[config.mk]
export PLATFORM = sky130hd
export DESIGN_NAME = lrubc_cell
export DESIGN_NICKNAME = d
export VERILOG_FILES = /design/src/lrubc_pkg.sv /design/src/lrubc_cell.sv
export SDC_FILE = /design/constraint.sdc
export NUM_CORES = 1
export LEC_CHECK = 0
export BUFFER_PORTS_ARGS = -buffer_cell sky130_fd_sc_hd__buf_4
export CAP_MARGIN = 40
export CORE_AREA = 8 8 102 104
export CTS_CLUSTER_SIZE = 16
export DETAILED_ROUTE_END_ITERATION = 10
export DIE_AREA = 0 0 110 112
export HOLD_SLACK_MARGIN = 0.08
export PLACE_DENSITY = 0.8
export RECOVER_POWER = 50
export SETUP_SLACK_MARGIN = 0.2
export SLEW_MARGIN = 20
export SYNTH_ARGS = -nofsm -noshare
export SYNTH_HDL_FRONTEND = slang
export SYNTH_SLANG_ARGS = --single-unit
[constraint.sdc]
create_clock -name clk -period 2.8 [get_ports clk]
set_input_delay 0.28 -clock clk [delete_from_list [all_inputs] [get_ports clk]]
set_output_delay 0.28 -clock clk [all_outputs]
set_load 0.005 [all_outputs]
[src/lrubc_pkg.sv]
// Types and codes shared by the buffer cache cells and top level.
`default_nettype none
package lrubc_pkg;

	typedef enum logic [1:0] {
		MODE_GET     = 2'd0,
		MODE_WRITE   = 2'd1,
		MODE_RELEASE = 2'd2,
		MODE_IO_DONE = 2'd3
	} mode_t;

	localparam logic [1:0] ST_OK     = 2'd0;
	localparam logic [1:0] ST_NOFREE = 2'd1;
	localparam logic [1:0] ST_UNREF  = 2'd2;

	typedef struct packed {
		logic [1:0]  mode;
		logic [7:0]  device;
		logic [31:0] block_number;
		logic [4:0]  slot;
	} req_t;

	typedef struct packed {
		logic [4:0] slot_out;
		logic       hit;
		logic       need_read;
		logic       need_write;
		logic [1:0] status;
	} rsp_t;

	typedef struct packed {
		logic [7:0]  dev;
		logic [31:0] blk;
		logic [7:0]  cnt;
		logic        valid;
		logic        dirty;
	} slot_data_t;

	typedef enum logic [2:0] {
		OP_NONE,
		OP_HIT,
		OP_ALLOC,
		OP_WRITE,
		OP_REL,
		OP_DONE
	} cell_op_t;

	typedef struct packed {
		cell_op_t    op;
		logic [7:0]  dev;
		logic [31:0] blk;
		logic [4:0]  slot;
	} cell_ctl_t;

	typedef enum logic [2:0] {
		S_IDLE,
		S_HIT_SCAN,
		S_FREE_SCAN,
		S_EXEC,
		S_MOVE
	} state_t;

endpackage
`default_nettype wire

[src/lrubc_cell.sv]
// One recency-list position: holds a slot id and that slot's tags and marks.
`default_nettype none
module lrubc_cell import lrubc_pkg::*; #(
	parameter int SW = 5,
	parameter logic [SW-1:0] RESET_ID = '0
) (
	input  wire logic       clk,
	input  wire logic       arst_n,
	input  wire cell_ctl_t  ctl,
	input  wire logic       tok,
	input  wire logic       take_prev,
	input  wire logic       take_next,
	input  wire slot_data_t prev_data,
	input  wire logic [SW-1:0] prev_id,
	input  wire slot_data_t next_data,
	input  wire logic [SW-1:0] next_id,
	output slot_data_t      data_q,
	output logic [SW-1:0]   id_q,
	output logic            tag_match,
	output logic            is_free,
	output logic            sel
);
	localparam int CW = (SW > 5) ? SW : 5;

	assign tag_match = (data_q.dev == ctl.dev) && (data_q.blk == ctl.blk);
	assign is_free   = (data_q.cnt == 8'd0) && !data_q.dirty;
	assign sel       = (CW'(id_q) == CW'(ctl.slot));

	always_ff @(posedge clk or negedge arst_n) begin
		if (!arst_n) begin
			data_q <= '0;
			id_q   <= RESET_ID;
		end else if (take_prev) begin
			data_q <= prev_data;
			id_q   <= prev_id;
		end else if (take_next) begin
			data_q <= next_data;
			id_q   <= next_id;
		end else begin
			unique case (ctl.op)
				OP_HIT: if (tok && data_q.cnt != 8'hFF) data_q.cnt <= data_q.cnt + 8'd1;
				OP_ALLOC: if (tok) begin
					data_q.dev   <= ctl.dev;
					data_q.blk   <= ctl.blk;
					data_q.cnt   <= 8'd1;
					data_q.valid <= 1'b0;
					data_q.dirty <= 1'b0;
				end
				OP_WRITE: if (sel) data_q.dirty <= 1'b1;
				OP_REL:   if (sel) data_q.cnt <= data_q.cnt - 8'd1;
				OP_DONE: if (sel) begin
					data_q.dirty <= 1'b0;
					data_q.valid <= 1'b1;
				end
				default: ;
			endcase
		end
	end
endmodule
`default_nettype wire
Word-level counts from Yosys, hierarchy flattened --
Index checks and enable logic that the tools add are counted.
Cells by class: eq/ne operators 14, reduce and logical (&&, ||, !) cells 15, add/sub/neg operators 2, mux-type cells 13
Operators with widths (count):
- 50-bit 2-to-1 mux | 3
- 40-bit 2-to-1 mux | 1
- 32-bit == test | 1
- 8-bit one-hot mux with 3 select lines | 1
- 4-bit inequality test (second input constant) | 5
- 8-bit 2-to-1 mux | 2
- 5-bit 2-to-1 mux | 2
- 5-bit nonzero test | 2
- 8-bit by 1-bit adder with 8-bit output (second input constant) | 1
- 8-bit == test | 1
- 8-bit logical NOT | 1
- 8-bit inequality test (second input constant) | 1
- 4-bit AND reduction | 2
- 8-bit by 1-bit subtractor with 8-bit output (second input constant) | 1
- 3-bit by 2-bit == test with 1-bit output (second input constant) | 2
- 3-bit == test (second input constant) | 2
- 3-bit nonzero test | 2
- 5-bit == test | 1
- 4-bit nonzero test | 1
- 3-bit by 1-bit == test with 1-bit output (second input constant) | 1
- 1-bit logical AND | 3
- 1-bit one-hot mux with 3 select lines | 1
- 3-bit AND reduction | 1
- 2-bit 2-to-1 mux | 1
- other kinds (5) | 5
Word-level totals: input bits 163, register bits 55

Depth between registers and ports, before layout --
Gate-level depths: netlist of the first run.
depth in word-level cells 6, depth in mapped cells 10, depth with buffers taken out 9

Least setup slack after synthesis of the first run --
OpenSTA, ideal clock, no wires.
path type input -> register, from in ctl[45] in the netlist's numbering, to reg data_q[8] in the netlist's numbering, slack 0.354 ns, data required time 2.705 ns, setup time 0.095 ns, data arrival time 2.351 ns, stages 10, cell sequence or3b_1 buf_2 xnor2_1 ha_1 or4_4 a21o_1 a31oi_1 xnor2_1 a221oi_2 o31ai_1
On the way: cells in the longest elaborated chain, start to end 4, elaborated cells between the ends (all ways) 11, those cells by class eq/ne (6); mux (3); reduce/logical (2)
Ends and longest elaborated chain:
- from (decl) | RTL line lrubc_cell.sv:9 | input wire cell_ctl_t ctl,
- 3-bit == test (tied with other cells) | RTL line lrubc_cell.sv:40 | unique case (ctl.op)
- 8-bit one-hot mux with 3 select lines | RTL line lrubc_cell.sv:40
- 50-bit 2-to-1 mux | RTL line lrubc_cell.sv:36 | end else if (take_next) begin
- 50-bit 2-to-1 mux | RTL line lrubc_cell.sv:33 | end else if (take_prev) begin
- to (signal assigned) | RTL line lrubc_cell.sv:34 | data_q <= prev_data;
- to (signal assigned) | RTL line lrubc_cell.sv:37 | data_q <= next_data;
- to (decl) | RTL line lrubc_cell.sv:17 | output slot_data_t data_q,
Several ways; a longest one is shown, not always the timed one. A chain may end at the register's enable or synchronous reset.

Worst setup path in the final report of the first run --
Same ends and word-level chain as after synthesis.

==> impl_metrics.csv, run 1 <==
group,metric,value,unit
logic_synthesis,synth_area_leaders,"dfrtp_1, mux2i_1, xor2_1, o21ai_0, a21oi_1",
layout,layout_common_cells,"buf_4, nand2_1, dfrtp_1, o21ai_0, a21oi_1",
logic_synthesis,ys_seq_elements,55,
logic_synthesis,synth_seq_area_share,35.6,%
logic_synthesis,yosys_warnings,0,
floorplan,start_util,43.5,%
routing,drtIter0Drc,192,
timing,fin_crit_sh,83.9,%
routing,avgRoutedWirePerCell,17.7,microns
global_routing,grt_pass1_vias,4393,
logic_synthesis,synthCells,468,
clocking,htreeDepth,2,
clocking,clock_latency,0.30,ns
global_routing,grt_remaining_overflow,0,
placement,dp_slack,0.146,ns
timing,period_needed,2.35,ns
clocking,cts_resized,0,
routing,postRouteAntennaNets,0,
flow_run,max-cap-violations,0,
global_routing,grt_use_total,21.8,%
logic_synthesis,netlist_area,3860,sq um
logic_synthesis,synth_ff_type,"dfrtp_1",
clocking,cts.clk_slew.worst_paths,0.10,ns
placement,numPortBuffers,220,
timing,worst_slack,0.451,ns
logic_synthesis,synth_edf_count,0,
power_and_ir_drop,ir_worst_vdd,0.269,mV
logic_synthesis,async_reset_ff_share,100,%
timing,clock-skew-final,0.00457,ns
timing,setup_violations,0,
critical_path,cp-start-kind,"input pin",
routing,vias,4191,
logic_synthesis,synth_top_area_share,35.6,%
clocking,cts_buffers,5,
layout,final_net_count,836,
floorplan,fp.dieH,112,microns
clocking,cts_setup_buffers,0,
floorplan,die_x,110,microns
placement,dp_cells,773,
layout,final_util,62.9,%
clocking,cts.path.max_buffers,2,
global_routing,antenna_found_initial,0,
power_and_ir_drop,p_leak,2.68,nW
global_routing,grt_first_pass_wirelength,21.6,mm
hold_path,hp-class,"in -> reg",
layout,fin_cells,782,
power_and_ir_drop,p_per_area,394,nW/um^2
timing,finalHoldViolCount,0,
timing,fmax,426,MHz
routing,drc,0,
timing,slew_violations,0,
timing,relSlewSlack,4.93,%
floorplan,fp-row-count,35,
timing,tightest_slew,1.43,ns
critical_path,path_class,"in -> reg",
clocking,cts_tree,"built",
logic_synthesis,synth_nets,634,
power_and_ir_drop,power.total,2.21,mW
timing,hold_slack,0.188,ns
clocking,root_buffer,"clkbuf_8",
routing,routed_wl,13.8,mm
routing,via_per_inst,5.36,
placement,place.gp.congestion,0.941,
layout,final_common_cell,"buf_4",
layout,drive_above_1_share,32.5,%
critical_path,required,3.02,ns
placement,dpl.hpwl,10.9,mm
logic_synthesis,syn_area_per_cell,8.26,sq um
critical_path,crit_fanout,7,
global_routing,grt_max_degree,81,
logic_synthesis,ys_types,41,
logic_synthesis,synth.largest_area_cell,"dfrtp_1",
run_status,status,"finished, final reports clean",
clocking,clock_sinks,55,
timing,fin_tns_setup,0,ns
critical_path,critical_path_arrival,2.57,ns
routing,first_pass_iters,7,
floorplan,die-area,12300,sq um
placement,placedInstanceArea,5580,sq um
timing,rsz0062_at_grt,"false",
layout,areaGrowthSynthToFinish,44.8,%
critical_path,critPathCaptureType,"flip-flop",
layout,final_cell_area,5590,sq um
floorplan,core_area,8890,sq um
floorplan,ios,221,
layout,diodes,0,
==> cell usage after synthesis, types with 2 or more instances <==
master    instances
nand2_1          62
dfrtp_1          55
o21ai_0          51
a21oi_1          50
nor2_1           48
mux2i_1          47
xor2_1           36
clkbuf_1         21
xnor2_1          14
nor4_1           10
nor2b_1           9
a221oi_1          6
nor3_1            6
o31ai_1           6
buf_1             5
inv_1             5
buf_2             4
nand4_1           4
ha_1              3
nand3_1           3
o211ai_1          2
or4_1             2
==> metal layers <==
layer | global-route usage [%] | part of all wire (%) | routed length [microns] | vias to the layer above
li1 | - | - | - | 2044
met1 | 24.1 | 36 | 5000 | 1941
met2 | 37.9 | 51 | 7050 | 190
met3 | 8.26 | 11 | 1590 | 16
met4 | 5.14 | 1.3 | 176 | 0
met5 | 0 | 0 | 0 | -
==> final timing paths <==
path / startpoint / endpoint / slack, ns / cells past startpoint
max: ctl[45] / data_q[8] / 0.45 / 10
min: prev_id[2] / id_q[2] / 0.19 / 3
max reg2reg: data_q[3] / data_q[8] / 0.53 / 8
min reg2reg: data_q[43] / data_q[43] / 0.53 / 2
max in group asynchronous: arst_n / data_q[3] / 1.12 / 2
min in group asynchronous: arst_n / data_q[24] / 0.84 / 2
==> cell type report <==
cell class | instances | area (sq um)
Multi-Input combinational cell | 376 | 2350
Sequential cell | 55 | 1380
Fill cell | 764 | 3300
Tap cell | 111 | 139
Clock buffer | 7 | 76.3
Inverter | 6 | 22.5
Clock inverter | 1 | 5.00
Timing Repair Buffer | 226 | 1630
==> flip-flops by register name, summed over array words and instances, names as in the netlist <==
register  cells
data_q       50
id_q          5
==> power by group <==
part	switching [mW]	internal (mW)
registers	0.107	0.886
clock network	0.260	0.177
logic	0.360	0.415
==> critical path: stages <==
cell and delay (ns):
buf_4 0.13, or3b_1 0.46, xnor2_1 0.16, ha_1 0.23
or4_4 0.43, a21o_1 0.19, a31oi_1 0.19, xnor2_1 0.16
a221oi_2 0.08, o31ai_1 0.25
==> cells by family after synthesis <==
family / synth area share [%]
mux: 12.5
compound gates: 18.5
fa+ha+maj: 0.972
buf+inv: 3.92
xor+xnor: 11.3
flops: 35.6
simple gates: 17.2
==> what timing repair did <==
action | CTS | global route
setup endpoints to repair | 0 | 0
hold buffers | 1 | 0
endpoints found under the hold margin | 55 | 0
Note: power is estimated with default switching activity, not from simulation.
==> run 2: changes to the inputs <==
ABC_AREA = 1   (was not set)
CORE_AREA = 8 8 109 111   (was 8 8 102 104)
DIE_AREA = 0 0 117 119   (was 0 0 110 112)
PLACE_DENSITY = 0.76   (was 0.8)
clock period = 2 ns   (was 2.8 ns; I/O delays follow)
==> run 2 against run 1 <==
Against the previous run: global-route usage increased by 1.3 points; largest cell class unchanged; critical path depth down 3; hold slack got worse by 0.096 ns; highest routed layer unchanged.
==> impl_metrics.csv, run 2 <==
group,metric,value,unit
run_status,status,"finished, final reports clean",
timing,period_needed,1.86,ns
logic_synthesis,ys_types,37,
layout,drive_above_1_share,33.6,%
global_routing,grt_use_total,23.1,%
floorplan,start_util,40.2,%
timing,fmax,538,MHz
floorplan,core_area,10100,sq um
timing,hold_slack,0.0920,ns
power_and_ir_drop,p_per_area,573,nW/um^2
floorplan,die_x,117,microns
global_routing,grt_first_pass_wirelength,25.4,mm
critical_path,path_class,"reg -> out",
placement,dp_slack,0.179,ns
clocking,htreeDepth,2,
floorplan,ios,221,
timing,relSlewSlack,8.01,%
global_routing,antenna_found_initial,0,
timing,fin_crit_sh,92.9,%
timing,worst_slack,0.143,ns
critical_path,crit_fanout,3,
placement,place.gp.congestion,0.940,
layout,areaGrowthSynthToFinish,47.4,%
hold_path,hp-start,"prev_id[0]",
layout,final_cell_area,5970,sq um
clocking,cts.clk_slew.worst_paths,0.11,ns
critical_path,reg2reg_depth,10,
timing,slew_violations,0,
layout,final_net_count,962,
clocking,clock_latency,0.32,ns
critical_path,r2r_slack,0.37,ns
power_and_ir_drop,seq_power_share,41.3,%
power_and_ir_drop,power.clock.fraction,18.3,%
logic_synthesis,syn_area_per_cell,7.01,sq um
global_routing,grt_remaining_overflow,0,
routing,drc,0,
routing,postRouteAntennaNets,0,
power_and_ir_drop,ir_worst_vdd,0.362,mV
power_and_ir_drop,switchingPower,1.23,mW
placement,placedInstanceArea,5840,sq um
clocking,cts_tree,"built",
clocking,cts.path.max_buffers,2,
logic_synthesis,ys_seq_elements,55,
critical_path,required,1.80,ns
logic_synthesis,synth_top_area_share,34.0,%
logic_synthesis,synth_seq_area_share,34.0,%
layout,final_common_cell,"buf_4",
hold_path,hp-class,"in -> reg",
hold_path,whs_endpoint,"id_q[0]",
placement,numPortBuffers,220,
clocking,root_buffer,"clkbuf_8",
power_and_ir_drop,swShare,36.0,%
power_and_ir_drop,p_leak,2.99,nW
hold_path,min_delay_path_depth,3,
global_routing,grt_max_degree,81,
layout,diodes,0,
layout,layout_common_cells,"buf_4, nand2_1, inv_1, nor2_1, dfrtp_1",
logic_synthesis,ys_top_cells_by_count,"nand2_1, inv_1, nor2_1, dfrtp_1, o21ai_0",
layout,largest_register,"data_q",
critical_path,cp-start-kind,"flip-flop",
floorplan,fp-row-count,37,
layout,top_regs,"data_q: 50 flops, id_q: 5 flops",
logic_synthesis,synth_edf_count,0,
logic_synthesis,netlist_area,4050,sq um
logic_synthesis,synth_area_leaders,"dfrtp_1, nand2_1, inv_1, nor2_1, o21ai_0",
logic_synthesis,async_reset_ff_share,100,%
timing,rsz0062_at_grt,"true",
logic_synthesis,synth_ff_type,"dfrtp_1",
routing,via_per_inst,5.19,
timing,clock-skew-final,0.00506,ns
routing,routed_wl,16.1,mm
logic_synthesis,yosysMostFrequentCell,"nand2_1",
clocking,clock_sinks,55,
critical_path,rr_endpoint,"data_q[5]",
global_routing,grt_pass1_vias,5099,
timing,setup_violations,0,
layout,largest_register_ff_count,50,
timing,finalHoldViolCount,0,
layout,final_util,59.2,%
logic_synthesis,synth_nets,744,
power_and_ir_drop,intPower,2.19,mW
logic_synthesis,synthCells,578,
placement,dpl.hpwl,12.9,mm
routing,vias,4833,
logic_synthesis,yosys_warnings,0,
timing,fin_tns_setup,0,ns
routing,first_pass_iters,5,
power_and_ir_drop,p_comb_share,40.4,%
routing,avgRoutedWirePerCell,17.3,microns
critical_path,critPathCaptureType,"primary output",
flow_run,max-cap-violations,0,
critical_path,reg2reg_from,"id_q[1]",
timing,tightest_slew,1.38,ns
clocking,cts_buffers,5,
logic_synthesis,synth.largest_area_cell,"dfrtp_1",
critical_path,critical_path_arrival,1.66,ns
routing,drtIter0Drc,256,
floorplan,die-area,13900,sq um
floorplan,fp.dieH,119,microns
-- run 2: cell types whose count changed in the layout (fill, tap and decap cells not counted), moves of 17 or more --
cell	before	now
nand3_1	3	28
o21a_1	0	19
inv_1	5	60
nand2_1	62	118
buf_4	181	203
o22ai_1	1	26
mux2i_1	47	0
xor2_1	36	19
a21oi_1	50	32
-- run 2: critical path, cell delays in order (launching register included) --
cell and delay, ns:
dfrtp_1 0.40, inv_1 0.06, nand2_1 0.05, nand4_1 0.16
nor3_2 0.16, nand4_1 0.14, nor3b_2 0.21, buf_4 0.16
-- run 2: cells by family after synthesis --
| kind of cell | after synthesis | share of synthesized area, % |
|---|---|---|
| fa+ha+maj | 3 | 0.926 |
| compound gates | 146 | 21.9 |
| flops | 55 | 34.0 |
| xor+xnor | 24 | 5.19 |
| buf+inv | 95 | 9.66 |
| simple gates | 255 | 28.4 |
-- run 2: layer usage --
metal / part of all wire, % / wire, microns / GRT usage [%]
met5: 0 / 0 / 0
met4: 1.6 / 255 / 5.44
met3: 10 / 1620 / 8.24
met2: 50 / 8030 / 39.5
met1: 38 / 6170 / 26.8
-- run 2: area by class of cell --
type	instances	area [sq um]
Clock buffer	6	72.6
Sequential cell	55	1380
Inverter	70	263
Tap cell	136	170
Timing Repair Buffer	236	1750
Multi-Input combinational cell	428	2340
Fill cell	976	4120
-- run 2: repair_timing --
| item | in CTS | in global routing |
|---|---|---|
| pin swaps | 0 | 1 |
| setup endpoints to repair | 1 | 13 |
| hold buffers | 3 | 0 |
| endpoints found under the hold margin | 57 | 0 |
| cloned | 0 | 0 |
| buffers inserted | 1 | 2 |
| gates resized for setup | 4 | 12 |
-- run 2: power by group through the flow --
stage / clock, mW / combinational [mW] / sequential [mW]
6_report: 0.624 / 1.38 / 1.41
5_1_grt: 0.668 / 1.54 / 1.44
4_1_cts: 0.636 / 1.40 / 1.41
3_5_place_dp: 0 / 1.38 / 1.43
3_3_place_gp: 0 / 1.35 / 1.43
2_1_floorplan: 0 / 0.630 / 1.43
-- run 2: per-stage QoR --
| step | total power, mW | cells |
|---|---|---|
| 3_3_place_gp | 2.78 | 918 |
| 2_1_floorplan | 2.06 | 578 |
| 6_report | 3.42 | 931 |
| 3_5_place_dp | 2.81 | 918 |
| 5_1_grt | 3.64 | 931 |
| 4_1_cts | 3.45 | 928 |
-- run 2: worst max-delay path by stage --
stage	from	to	slack, ns
global route	data_q[17]	tag_match	0.05
global placement	ctl[45]	data_q[8]	0.26
detailed placement	ctl[45]	data_q[4]	0.18
CTS	data_q[28]	tag_match	0.13
finish	data_q[29]	tag_match	0.14
floorplan	data_q[3]	data_q[8]	0.51
